`src/rtl/core/nand_page_read_sequencer_top_assert.svh`:
```
// Assertion macros for the NAND page read sequencer (expect clk and rst in scope).
`ifndef NAND_PAGE_READ_SEQUENCER_TOP_ASSERT_SVH
`define NAND_PAGE_READ_SEQUENCER_TOP_ASSERT_SVH
`ifndef NO_ASSERTIONS
// Same-cycle implication, checked outside reset
`define NPRS_ASSERT_NOW(label, pre, post) \
  label: assert property (@(posedge clk) disable iff (rst) (pre) |-> (post)) \
    else $error("nprs assertion failed");
// Next-cycle implication, checked outside reset
`define NPRS_ASSERT_NEXT(label, pre, post) \
  label: assert property (@(posedge clk) disable iff (rst) (pre) |=> (post)) \
    else $error("nprs assertion failed");
`else
`define NPRS_ASSERT_NOW(label, pre, post)
`define NPRS_ASSERT_NEXT(label, pre, post)
`endif
`endif

```
`src/rtl/core/nprs_pkg.sv`:
```
// Types and constants shared by the NAND page read sequencer.
`default_nettype none
package nprs_pkg;

  // Device geometry
  localparam int unsigned PAGE_BYTES      = 2048;
  localparam int unsigned SPARE_BYTES     = 64;
  localparam int unsigned PAGES_PER_BLOCK = 64;
  localparam int unsigned TOTAL_BLOCKS    = 2048;

  // Page plus spare, 13 bits wide to compare with a zero-extended 12-bit column
  localparam logic [12:0] SPAN = 13'(PAGE_BYTES + SPARE_BYTES);

  // NAND read commands
  localparam logic [7:0] CMD_READ_SETUP   = 8'h00;
  localparam logic [7:0] CMD_READ_CONFIRM = 8'h30;

  // Request opcodes
  localparam logic [1:0] OP_READ  = 2'd0;
  localparam logic [1:0] OP_READY = 2'd1;
  localparam logic [1:0] OP_DATA  = 2'd2;

  // Results per read sequence: chip select, cmd, five address bytes, cmd
  localparam int unsigned SEQ_LEN = 8;
  localparam int unsigned IDX_W   = $clog2(SEQ_LEN);

  typedef enum logic [2:0] {
    PH_IDLE = 3'b001,
    PH_WAIT = 3'b010,
    PH_DATA = 3'b100
  } phase_t;

  typedef enum logic [2:0] {
    K_CMD  = 3'd0,
    K_ADDR = 3'd1,
    K_DATA = 3'd2,
    K_REJ  = 3'd3,
    K_CS   = 3'd4
  } kind_t;

  typedef enum logic [1:0] {
    BT_NONE = 2'd0,
    BT_REJ  = 2'd1,
    BT_SEQ  = 2'd2,
    BT_DATA = 2'd3
  } burst_t;

  // One burst of results handed to the emitter
  typedef struct packed {
    burst_t      burst;
    logic [11:0] blk;
    logic [6:0]  pg;
    logic [11:0] off;
    logic [7:0]  data;
    logic        fin;
  } desc_t;

  // Decoder verdict for one request
  typedef struct packed {
    desc_t       desc;
    logic        state_we;
    phase_t      phase;
    logic [11:0] bytes_left;
  } dec_t;

endpackage
`default_nettype wire

```
`src/rtl/core/nprs_in_if.sv`:
```
// Input request channel of the NAND page read sequencer.
`default_nettype none
interface nprs_in_if;
  logic        valid;
  logic        ready;
  logic [1:0]  op;
  logic [11:0] block_number;
  logic [6:0]  page_number;
  logic [11:0] column_offset;
  logic [11:0] byte_count;
  logic        ready_flag;
  logic [7:0]  flash_byte;

  modport source (
    output valid, op, block_number, page_number, column_offset, byte_count,
           ready_flag, flash_byte,
    input  ready
  );
  modport sink (
    input  valid, op, block_number, page_number, column_offset, byte_count,
           ready_flag, flash_byte,
    output ready
  );
endinterface
`default_nettype wire

```
`src/rtl/core/nprs_out_if.sv`:
```
// Result channel of the NAND page read sequencer.
`default_nettype none
interface nprs_out_if;
  logic       valid;
  logic       ready;
  logic [2:0] kind;
  logic [7:0] value;
  logic       last;

  modport source (output valid, kind, value, last, input ready);
  modport sink (input valid, kind, value, last, output ready);
endinterface
`default_nettype wire

```
`src/rtl/core/nand_page_read_sequencer_top.sv`:
```
// Top level of the NAND page read sequencer.
// Requests are taken into an input register, decoded combinationally against
// the phase and remaining length, and handed as a burst to the emitter, which
// drives the registered result port. Ready samples and ignored requests are
// taken one per cycle; data bytes one per cycle while the emitter is free, and
// a data byte gives one result. A read yields eight results (chip select,
// 0x00, five address bytes, 0x30) and a rejection one; the result port moves
// one result per cycle while ready is high, so a read holds the input until
// its last result is registered, via the input, burst and result registers.
`default_nettype none
`include "nand_page_read_sequencer_top_assert.svh"
module nand_page_read_sequencer_top (
  input  wire logic  clk,
  input  wire logic  rst,
  nprs_in_if.sink    item,
  nprs_out_if.source result
);

  logic             s1_valid;
  logic [1:0]       s1_op;
  logic [11:0]      s1_blk;
  logic [6:0]       s1_pg;
  logic [11:0]      s1_off;
  logic [11:0]      s1_len;
  logic             s1_rdy;
  logic [7:0]       s1_byte;
  nprs_pkg::phase_t phase;
  logic [11:0]      bytes_left;
  nprs_pkg::dec_t   dec;
  logic             free_next;
  logic             s1_take;
  logic             push;

  // Input register advance
  assign s1_take    = s1_valid && (dec.desc.burst == nprs_pkg::BT_NONE || free_next);
  assign push       = s1_take && (dec.desc.burst != nprs_pkg::BT_NONE);
  assign item.ready = !s1_valid || s1_take;

  always_ff @(posedge clk) begin
    if (rst) begin
      s1_valid <= 1'b0;
    end else if (item.ready) begin
      s1_valid <= item.valid;
    end
  end

  always_ff @(posedge clk) begin
    if (item.ready) begin
      s1_op   <= item.op;
      s1_blk  <= item.block_number;
      s1_pg   <= item.page_number;
      s1_off  <= item.column_offset;
      s1_len  <= item.byte_count;
      s1_rdy  <= item.ready_flag;
      s1_byte <= item.flash_byte;
    end
  end

  nprs_decode u_decode (
    .op            (s1_op),
    .block_number  (s1_blk),
    .page_number   (s1_pg),
    .column_offset (s1_off),
    .byte_count    (s1_len),
    .ready_flag    (s1_rdy),
    .flash_byte    (s1_byte),
    .phase         (phase),
    .bytes_left    (bytes_left),
    .dec           (dec)
  );

  // Sequencer state
  always_ff @(posedge clk) begin
    if (rst) begin
      phase      <= nprs_pkg::PH_IDLE;
      bytes_left <= 12'd0;
    end else if (s1_take && dec.state_we) begin
      phase      <= dec.phase;
      bytes_left <= dec.bytes_left;
    end
  end

  nprs_emit u_emit (
    .clk       (clk),
    .rst       (rst),
    .push      (push),
    .desc      (dec.desc),
    .free_next (free_next),
    .result    (result)
  );

  `NPRS_ASSERT_NOW(a_data_has_len, phase == nprs_pkg::PH_DATA, bytes_left != 12'd0)
  `NPRS_ASSERT_NEXT(a_s1_holds, s1_valid && !s1_take, s1_valid && $stable(s1_op))

endmodule
`default_nettype wire

```
`src/rtl/core/nprs_decode.sv`:
```
// Request decoder: range checks, phase transitions and burst selection.
`default_nettype none
module nprs_decode (
  input  wire logic [1:0]      op,
  input  wire logic [11:0]     block_number,
  input  wire logic [6:0]      page_number,
  input  wire logic [11:0]     column_offset,
  input  wire logic [11:0]     byte_count,
  input  wire logic            ready_flag,
  input  wire logic [7:0]      flash_byte,
  input  wire nprs_pkg::phase_t phase,
  input  wire logic [11:0]     bytes_left,
  output nprs_pkg::dec_t       dec
);

  logic        bad;
  logic [12:0] room;
  logic [11:0] left_dec;

  // Idle, block and page checks; offset in page plus spare, end not past it
  assign room     = nprs_pkg::SPAN - {1'b0, column_offset};
  assign left_dec = bytes_left - 12'd1;
  assign bad = (phase != nprs_pkg::PH_IDLE)
            || ({1'b0, block_number} >= 13'(nprs_pkg::TOTAL_BLOCKS))
            || (page_number >= 7'(nprs_pkg::PAGES_PER_BLOCK))
            || ({1'b0, column_offset} >= nprs_pkg::SPAN)
            || ({1'b0, byte_count} > room);

  always_comb begin
    dec                 = '0;
    dec.desc.burst      = nprs_pkg::BT_NONE;
    dec.desc.blk        = block_number;
    dec.desc.pg         = page_number;
    dec.desc.off        = column_offset;
    dec.desc.data       = flash_byte;
    dec.desc.fin        = (bytes_left == 12'd1);
    dec.state_we        = 1'b0;
    dec.phase           = phase;
    dec.bytes_left      = bytes_left;
    unique case (op)
      nprs_pkg::OP_READ: begin
        if (bad) begin
          dec.desc.burst = nprs_pkg::BT_REJ;
        end else begin
          dec.desc.burst = nprs_pkg::BT_SEQ;
          dec.state_we   = 1'b1;
          dec.phase      = nprs_pkg::PH_WAIT;
          dec.bytes_left = byte_count;
        end
      end
      nprs_pkg::OP_READY: begin
        if (phase == nprs_pkg::PH_WAIT && ready_flag) begin
          dec.state_we = 1'b1;
          dec.phase    = (bytes_left != 12'd0) ? nprs_pkg::PH_DATA : nprs_pkg::PH_IDLE;
        end
      end
      nprs_pkg::OP_DATA: begin
        if (phase == nprs_pkg::PH_DATA && bytes_left != 12'd0) begin
          dec.desc.burst = nprs_pkg::BT_DATA;
          dec.state_we   = 1'b1;
          dec.bytes_left = left_dec;
          dec.phase      = (left_dec == 12'd0) ? nprs_pkg::PH_IDLE : nprs_pkg::PH_DATA;
        end
      end
      default: begin
        // unused opcode: no effect
      end
    endcase
  end

endmodule
`default_nettype wire

```
`src/rtl/core/nprs_emit.sv`:
```
// Burst emitter: serializes one burst into the registered result channel.
`default_nettype none
`include "nand_page_read_sequencer_top_assert.svh"
module nprs_emit (
  input  wire logic            clk,
  input  wire logic            rst,
  input  wire logic            push,
  input  wire nprs_pkg::desc_t desc,
  output logic                 free_next,
  nprs_out_if.source           result
);

  logic                          b_valid;
  nprs_pkg::desc_t               b;
  logic [nprs_pkg::IDX_W-1:0]    idx;
  logic                          b_emit;
  logic                          b_final;
  nprs_pkg::kind_t               e_kind;
  logic [7:0]                    e_value;
  logic                          e_last;

  // Burst register can move one result per cycle into the output register while it is empty or read
  assign b_emit    = b_valid && (!result.valid || result.ready);
  assign b_final   = (b.burst != nprs_pkg::BT_SEQ)
                  || (idx == nprs_pkg::IDX_W'(nprs_pkg::SEQ_LEN - 1));
  assign free_next = !b_valid || (b_emit && b_final);

  // Current element of the burst
  always_comb begin
    e_kind  = nprs_pkg::K_REJ;
    e_value = 8'd0;
    e_last  = 1'b1;
    case (b.burst)
      nprs_pkg::BT_DATA: begin
        e_kind  = nprs_pkg::K_DATA;
        e_value = b.data;
        e_last  = b.fin;
      end
      nprs_pkg::BT_SEQ: begin
        e_last = 1'b0;
        unique case (idx)
          3'd0: e_kind = nprs_pkg::K_CS;
          3'd1: begin
            e_kind  = nprs_pkg::K_CMD;
            e_value = nprs_pkg::CMD_READ_SETUP;
          end
          3'd2: begin
            e_kind  = nprs_pkg::K_ADDR;
            e_value = b.off[7:0];
          end
          3'd3: begin
            e_kind  = nprs_pkg::K_ADDR;
            e_value = {4'd0, b.off[11:8]};
          end
          3'd4: begin
            e_kind  = nprs_pkg::K_ADDR;
            e_value = {1'b0, b.pg} | {b.blk[1:0], 6'd0};
          end
          3'd5: begin
            e_kind  = nprs_pkg::K_ADDR;
            e_value = b.blk[9:2];
          end
          3'd6: begin
            e_kind  = nprs_pkg::K_ADDR;
            e_value = {6'd0, b.blk[11:10]};
          end
          default: begin
            e_kind  = nprs_pkg::K_CMD;
            e_value = nprs_pkg::CMD_READ_CONFIRM;
            e_last  = 1'b1;
          end
        endcase
      end
      default: begin
        // rejection: defaults above
      end
    endcase
  end

  // Burst register and element counter
  always_ff @(posedge clk) begin
    if (rst) begin
      b_valid <= 1'b0;
      idx     <= '0;
    end else if (push) begin
      b_valid <= 1'b1;
      idx     <= '0;
    end else if (b_emit && b_final) begin
      b_valid <= 1'b0;
    end else if (b_emit) begin
      idx <= idx + 1'b1;
    end
  end

  always_ff @(posedge clk) begin
    if (push) begin
      b <= desc;
    end
  end

  // Output register
  always_ff @(posedge clk) begin
    if (rst) begin
      result.valid <= 1'b0;
    end else if (b_emit) begin
      result.valid <= 1'b1;
    end else if (result.ready) begin
      result.valid <= 1'b0;
    end
  end

  always_ff @(posedge clk) begin
    if (b_emit) begin
      result.kind  <= e_kind;
      result.value <= e_value;
      result.last  <= e_last;
    end
  end

  `NPRS_ASSERT_NOW(a_single_idx, b_valid && b.burst != nprs_pkg::BT_SEQ, idx == '0)
  `NPRS_ASSERT_NEXT(a_push_starts, push, b_valid && idx == '0)

endmodule
`default_nettype wire

```
`src/flat_wrapper.sv`:
```
// flat-port wrapper written by rule: the top's interface ports become plain ports
module nand_page_read_sequencer_top_flat 
  (clk, rst, item_valid, item_op, item_block_number, item_page_number, item_column_offset, item_byte_count, item_ready_flag, item_flash_byte, item_ready, result_valid, result_kind, result_value, result_last, result_ready);
  nprs_in_if item_i ();
  nprs_out_if result_i ();
  input  wire logic clk;
  input  wire logic rst;
  input wire logic [$bits(item_i.valid)-1:0] item_valid;
  input wire logic [$bits(item_i.op)-1:0] item_op;
  input wire logic [$bits(item_i.block_number)-1:0] item_block_number;
  input wire logic [$bits(item_i.page_number)-1:0] item_page_number;
  input wire logic [$bits(item_i.column_offset)-1:0] item_column_offset;
  input wire logic [$bits(item_i.byte_count)-1:0] item_byte_count;
  input wire logic [$bits(item_i.ready_flag)-1:0] item_ready_flag;
  input wire logic [$bits(item_i.flash_byte)-1:0] item_flash_byte;
  output wire logic [$bits(item_i.ready)-1:0] item_ready;
  output wire logic [$bits(result_i.valid)-1:0] result_valid;
  output wire logic [$bits(result_i.kind)-1:0] result_kind;
  output wire logic [$bits(result_i.value)-1:0] result_value;
  output wire logic [$bits(result_i.last)-1:0] result_last;
  input wire logic [$bits(result_i.ready)-1:0] result_ready;
  assign item_i.valid = item_valid;
  assign item_i.op = item_op;
  assign item_i.block_number = item_block_number;
  assign item_i.page_number = item_page_number;
  assign item_i.column_offset = item_column_offset;
  assign item_i.byte_count = item_byte_count;
  assign item_i.ready_flag = item_ready_flag;
  assign item_i.flash_byte = item_flash_byte;
  assign item_ready = item_i.ready;
  assign result_valid = result_i.valid;
  assign result_kind = result_i.kind;
  assign result_value = result_i.value;
  assign result_last = result_i.last;
  assign result_i.ready = result_ready;
  nand_page_read_sequencer_top u_core (.clk(clk), .rst(rst), .item(item_i), .result(result_i));
endmodule
```
`config.mk`:
```
export PLATFORM = sky130hd
export DESIGN_NAME = nand_page_read_sequencer_top_flat
export DESIGN_NICKNAME = d
export VERILOG_FILES = /design/src/rtl/core/nprs_pkg.sv /design/src/rtl/core/nprs_in_if.sv /design/src/rtl/core/nprs_out_if.sv /design/src/rtl/core/nand_page_read_sequencer_top.sv /design/src/rtl/core/nprs_decode.sv /design/src/rtl/core/nprs_emit.sv /design/src/flat_wrapper.sv
export VERILOG_INCLUDE_DIRS = /design/src /design/src/rtl/core
export SDC_FILE = /design/constraint.sdc
export NUM_CORES = 1
export LEC_CHECK = 0
export CAP_MARGIN = 10
export CORE_UTILIZATION = 40
export CTS_CLUSTER_SIZE = 20
export DETAILED_ROUTE_END_ITERATION = 10
export DONT_BUFFER_PORTS = 1
export PLACE_DENSITY = 0.64
export SLEW_MARGIN = 0
export SYNTH_ARGS = -nofsm -noshare
export SYNTH_HDL_FRONTEND = slang
export SYNTH_SLANG_ARGS = --single-unit
```
`constraint.sdc`:
```
create_clock -name clk -period 5.54 [get_ports clk]
set_input_delay 0.277 -clock clk [delete_from_list [all_inputs] [get_ports clk]]
set_output_delay 0.277 -clock clk [all_outputs]
set_load 0.01 [all_outputs]
```
**Yosys cells after proc, flatten, opt, wreduce, memory -nomap -nowiden**

Index checks and enable logic that the tools add are counted.
W data, S select, Z words.

- Bits in registers: 129
- Input bits: 58
- Output and inout bits: 14
- Logic and storage cells: 106

- Add/subtract/negate cells: 3
- Magnitude comparators: 4
- Equality and inequality tests: 19
- Muxes and demuxes: 20
- Bitwise logic cells: 2
- Reductions and logical operators: 36

Operator list:

| kind | number |
|---|---|
| $pmux W8 S6 | 1 |
| $mux W16 | 2 |
| $ge A12 B12 Y1 const B | 2 |
| $pmux W12 S2 | 1 |
| $pmux W8 S2 | 1 |
| $eq A3 B3 Y1 const B | 5 |
| $gt A12 B13 Y1 | 1 |
| $sub A12 B12 Y13 const A | 1 |
| $eq A12 B1 Y1 const B | 1 |
| $logic_not A12 Y1 | 1 |
| $pmux W3 S2 | 2 |
| $pmux W4 S3 | 1 |
| $reduce_bool A12 Y1 | 1 |
| $sub A12 B1 Y12 const B | 1 |
| $eq A3 B2 Y1 const B | 3 |
| $logic_or A1 B1 Y1 | 9 |
| $ne A2 B2 Y1 const B | 4 |
| $or A7 B8 Y8 | 1 |
| $reduce_bool A2 Y1 | 4 |
| $ge A7 B7 Y1 const B | 1 |
| $logic_and A1 B1 Y1 | 7 |
| $reduce_or A7 Y1 | 1 |
| $eq A2 B2 Y1 const B | 3 |
| $mux W3 | 2 |
| 19 further kinds | 28 |

**Longest topological paths before layout**

- Word-level depth: 12
- Mapped depth: 14
- Gate-level depth less buffers: 13

**By module**

A second synthesis with hierarchy kept.

- Cell total of the unflattened synthesis: 519
- Area, all modules: 6318.6 µm²

Modules (own cells, without submodules):

| module | instances | cells each | area an instance (µm²) | seq. area each (µm²) |
|---|---|---|---|---|
| nand_page_read_sequencer_top | 1 | 128 | 2358.5 | 1941.9 |
| nprs_emit | 1 | 149 | 2323.5 | 1721.7 |
| nprs_decode | 1 | 242 | 1636.6 | 0.0 |

**Worst setup path before layout**

Ideal clock, no wire load.

- Kind: reg2reg
- From: register u_core.s1_off[2]
- To: register u_core.bytes_left[10]
- Library setup time: 0.142 ns
- Arrival: 3.441 ns
- Required time: 5.398 ns
- Path slack: 1.957 ns
- Stages on the path, launching flop included: 13
- Buffers on the path: 1
- Period minus slack after synthesis: 3.583 ns
- Cells stage by stage: edfxtp_1 -> or3_1 -> o41ai_1 -> nand3_1 -> xor2_1 -> ha_1 -> nand3_1 -> or4_1 -> a32o_1 -> a41oi_4 -> and2_1 -> buf_4 -> a211oi_2

- Longest elaborated chain between the ends: 10
- Elaborated cells on any way between the ends: 15
- Those cells by class: add/sub: 1; order compare: 2; eq/ne: 1; mux: 4; reduce/logical: 7

RTL lines:

| item | line | source |
|---|---|---|
| start: declaration | nand_page_read_sequencer_top.sv:23 | `logic [11:0] s1_off;` |
| start signal: assignment | nand_page_read_sequencer_top.sv:52 | `s1_off <= item.column_offset;` |
| $sub A12 B12 Y13 or $ge A12 B12 Y1 (tied branches) | nprs_decode.sv:21, nprs_decode.sv:26 |  |
| $gt A12 B13 Y1 or $logic_or A1 B1 Y1 (tied branches) | nprs_decode.sv:27, nprs_decode.sv:26 |  |
| $logic_or A1 B1 Y1 * | nprs_decode.sv:27 | `\|\| ({1'b0, byte_count} > room);` |
| $mux W2 | nprs_decode.sv:42 | `if (bad) begin` |
| $pmux W2 S2 | nprs_decode.sv:40 | `unique case (op)` |
| $logic_not A2 Y1 | nand_page_read_sequencer_top.sv:35 | `assign s1_take = s1_valid && (dec.desc.burst == nprs_pkg::BT_NONE \|\| free_next);` |
| $logic_or A1 B1 Y1 | nand_page_read_sequencer_top.sv:35 |  |
| $logic_and A1 B1 Y1 | nand_page_read_sequencer_top.sv:35 |  |
| $logic_and A1 B1 Y1 | nand_page_read_sequencer_top.sv:77 | `end else if (s1_take && dec.state_we) begin` |
| $reduce_and A4 Y1 (no source line) * | - |  |
| end signal: assignment | nand_page_read_sequencer_top.sv:79 | `bytes_left <= dec.bytes_left;` |
| end: declaration | nand_page_read_sequencer_top.sv:28 | `logic [11:0] bytes_left;` |

Every way passes the cells marked *; elsewhere a longest branch is shown, timed or not. The select of a mux whose other input is x is not followed.
A chain may end at the register's enable or synchronous reset.

**Worst setup path after layout**

- From: register u_core.s1_off[2]
- To: register u_core.bytes_left[11]

The elaborated chain is that of the path after synthesis.

==> qor.json <==
{
  "outcome": "complete, no violations",
  "power.share.combinational_pct": 5.1,
  "setup-violations-final": 0,
  "setup-tns-final_ns": 0,
  "grt_pass1_vias": 3656,
  "grt_first_pass_wirelength_um": 19100,
  "highest_layer": "met4",
  "cts_buffers": 17,
  "met3_wirelength_um": 726,
  "finalWeightedCongestion": 0.824,
  "count_of_nets_after_finishing": 573,
  "clk_latency_ns": 0.42,
  "synth-compound-area-share_pct": 14.4,
  "netlist.top_cell.by_area": "edfxtp_1",
  "met2_wirelength_um": 6020,
  "ys.flop_type": "edfxtp_1",
  "final-instance-count-excl-fill": 685,
  "yosysMostFrequentCell": "edfxtp_1",
  "dieHeight_um": 121,
  "cellPowerDensity_nw_per_um2": 345,
  "cells_taking_the_most_area_after_synthesis": "edfxtp_1 57%, dfxtp_1 7.4%, ha_1 4.9%, a21oi_1 3.4%, nand2_1 2.0%",
  "synth_top_family_by_area": "compound AO/OA/AOI/OAI gates",
  "overflow": 0,
  "drt_pre_antenna_iters": 4,
  "postSynthAreaPerCell_um2": 13.1,
  "cts_resized": 0,
  "power_leakage_nw": 2.55,
  "design.core.area_um2": 13800,
  "synth_nets": 511,
  "seq_power_share_pct": 45.6,
  "gr-usage-all-layers_pct": 17.8,
  "synth_area_in_adders_pct": 4.86,
  "detail_route.drc_violations": 0,
  "root_buffer": "clkbuf_16",
  "yosys_warnings": 0,
  "finalCriticalPeriod_ns": 4.28,
  "mappedNetlistArea_um2": 5670,
  "p_int_mw": 1.94,
  "start_kind": "flip-flop",
  "die_area_um2": 14600,
  "nFillCells": 1159,
  "row_count": 43,
  "pwr-share-clk_pct": 49.3,
  "yosysUniqueCellTypes": 63,
  "max-vdd-ir-drop_mv": 0.277,
  "ys_ff_latch": 129,
  "report.final.slew_viol_count": 0,
  "worst_ep_required_time_ns": 5.80,
  "dp_hpwl_um": 7910,
  "worst_pin_slew_ns": 0.846,
  "maximum_capacitance_violations": 0,
  "cts_sinks": 129,
  "count_of_vias_placed_by_the_detailed_router": 3697,
  "placedCellCount": 597,
  "viasPerCell": 5.40,
  "antennaDiodeCount": 0,
  "fraction_of_layout_cells_with_a_size_suffix_above_1_pct": 9.90,
  "syn-instance-count": 431,
  "die_x_um": 121,
  "ys_top_cells_by_count": "108 x edfxtp_1, 38 x a21oi_1, 30 x nand2_1",
  "cp_max_fo": 16,
  "drt-wirelength-per-cell_um": 17.8,
  "cts.clk_slew.worst_paths_ns": 0.05,
  "yosys.area.top_type_share_pct": 57.2,
  "max_slew_headroom_at_the_worst_pin_pct": 43.1,
  "tritoncts": "built",
  "power.net_switching_mw": 0.491,
  "fmax_ghz": 0.233,
  "synthArstFlopShare_pct": 0,
  "critPathKind": "reg -> reg",
  "io_buffers": 0,
  "ios": 72,
  "grt_max_degree": 61,
  "final_antenna_net_count": 0,
  "clock_path_buffers": 2,
  "worstPathArrival_ns": 4.55,
  "unrepaired_setup_endpoints_after_global_routing": "false",
  "start_util_pct": 41.0,
  "area_growth_pct": 24.3,
  "routed_wire_length_um": 12200,
  "synth-seq-area-share_pct": 64.7,
  "m1WireLength_um": 5240,
  "end_kind": "flip-flop",
  "drt_iter0_drc": 244,
  "htreeDepth": 4,
  "layout_worst_path_cycle_share_pct": 77.3,
  "hold_fails_final_rpt": 0,
  "synth.mux.area_fraction_pct": 0.530,
  "final.setup_skew_ns": 0.0115,
  "yosys.area_share.xor_xnor_pct": 2.32,
  "synth_edf_count": 108,
  "min_path_type": "in -> reg",
  "switching_share_pct": 20.2,
  "synth-simple-area-share_pct": 10.5,
  "antenna_violations_before_repair": 0
}
## timing repair
| action | in CTS | in global routing |
|---|---|---|
| buffers inserted | 0 | 0 |
| endpoints found under the hold margin | 69 | 0 |
| hold buffers | 56 | 0 |
## area by class of cell
cell class | count | area (um^2) | share of cell area, %
clock inverters | 14 | 211 | 3.00
clock buffers | 17 | 425 | 6.04
repair buffers | 59 | 587 | 8.33
well taps | 180 | 225 | 3.20
flip-flops and latches | 129 | 3660 | 52.0
multi-input cells | 268 | 1860 | 26.4
inverters | 18 | 67.6 | 0.959
## power groups by stage
stage | logic (mW) | registers (mW) | clock network, mW
2_1_floorplan | 0.0761 | 1.11 | 0
3_3_place_gp | 0.0863 | 1.13 | 0
3_5_place_dp | 0.0883 | 1.13 | 0
4_1_cts | 0.123 | 1.11 | 1.22
5_1_grt | 0.139 | 1.11 | 1.26
6_report | 0.124 | 1.11 | 1.20
## stage by stage
stage	power (mW)	cell area, um^2	hold slack, ns	setup WS, ns	util (%)
3_5_place_dp	1.21	5830	0.347	1.29	42.2
4_1_cts	2.45	7030	0.0157	1.25	50.8
5_1_grt	2.51	7040	0.0381	0.931	50.9
6_report	2.43	7040	0.0347	1.26	50.9
3_3_place_gp	1.21	5830	0.346	1.40	42.2
2_1_floorplan	1.19	5670	0.376	1.96	-
## sequential cells by signal, summed over array words and instances, names as in the netlist, 7 cells and up
signal and flops:
u_core.bytes_left 12, u_core.s1_blk 12, u_core.s1_byte 8, u_core.s1_len 12
u_core.s1_off 12, u_core.s1_pg 7, u_core.u_emit.b 42, u_core.u_emit.result.value 8
## metal layers
layer,vias up,global-route usage (%)
li1,1781,-
met2,108,27.8
met3,13,5.12
met4,0,7.72
met1,1795,23.0
met5,-,0
## cell usage in the layout (no fill, tap or decap), types with 3 or more instances in the layout
master and n:
nand2_1 29, o21ai_0 11, dfxtp_1 21, nor2_1 26
nand3_1 8, clkinvlp_4 3, clkinv_1 3, or3_1 3
inv_1 17, a22oi_1 5, bufinv_16 5, nor2b_1 4
edfxtp_1 108, nor4_1 4, clkbuf_16 17, xor2_1 9
inv_6 3, a221oi_1 4, nor3_1 12, xnor2_1 6
o211a_1 4, nor3b_1 3, and2_1 3, mux2i_1 3
nand2b_1 4, a22o_1 3, and3_1 3, ha_1 22
a31oi_1 5, a21oi_1 38, dlygate4sd3_1 56, o21ai_1 4
a311o_1 4, a211oi_2 8
## path summary, 6_finish.rpt
kind	start	endpoint	slack, ns	cells past startpoint
worst min-delay path	rst	u_core.bytes_left[2]$_SDFFE_PP0P_	0.03	2
worst max register to register	u_core.s1_off[2]$_DFFE_PP_	u_core.bytes_left[11]$_SDFFE_PP0P_	1.26	11
worst min register to register	u_core.s1_blk[4]$_DFFE_PP_	u_core.u_emit.b[32]$_DFFE_PP_	0.42	0
worst max-delay path	u_core.s1_off[2]$_DFFE_PP_	u_core.bytes_left[11]$_SDFFE_PP0P_	1.26	11
## kinds of logic (layout without fill, tap and decap cells)
kind of cell | Yosys count | in the layout
flip-flops | 129 | 129
AO/OA/AOI/OAI | 111 | 111
AND/OR/NAND/NOR | 117 | 117
XOR/XNOR | 15 | 15
buffers and inverters | 34 | 108
adder cells (fa/ha/maj) | 22 | 22
multiplexers | 3 | 3
## critical path, cell delays in order, from the launching register on
cell and delay [ns]:
edfxtp_1 0.48, or3_1 0.40, o41ai_1 0.50, nand3_1 0.16, xor2_1 0.18, ha_1 0.30, nand3_1 0.10, or4_1 0.61
a32o_1 0.32, a41oi_4 0.47, and2_1 0.48, a211oi_2 0.12
Power figures use the tool's default switching activity.
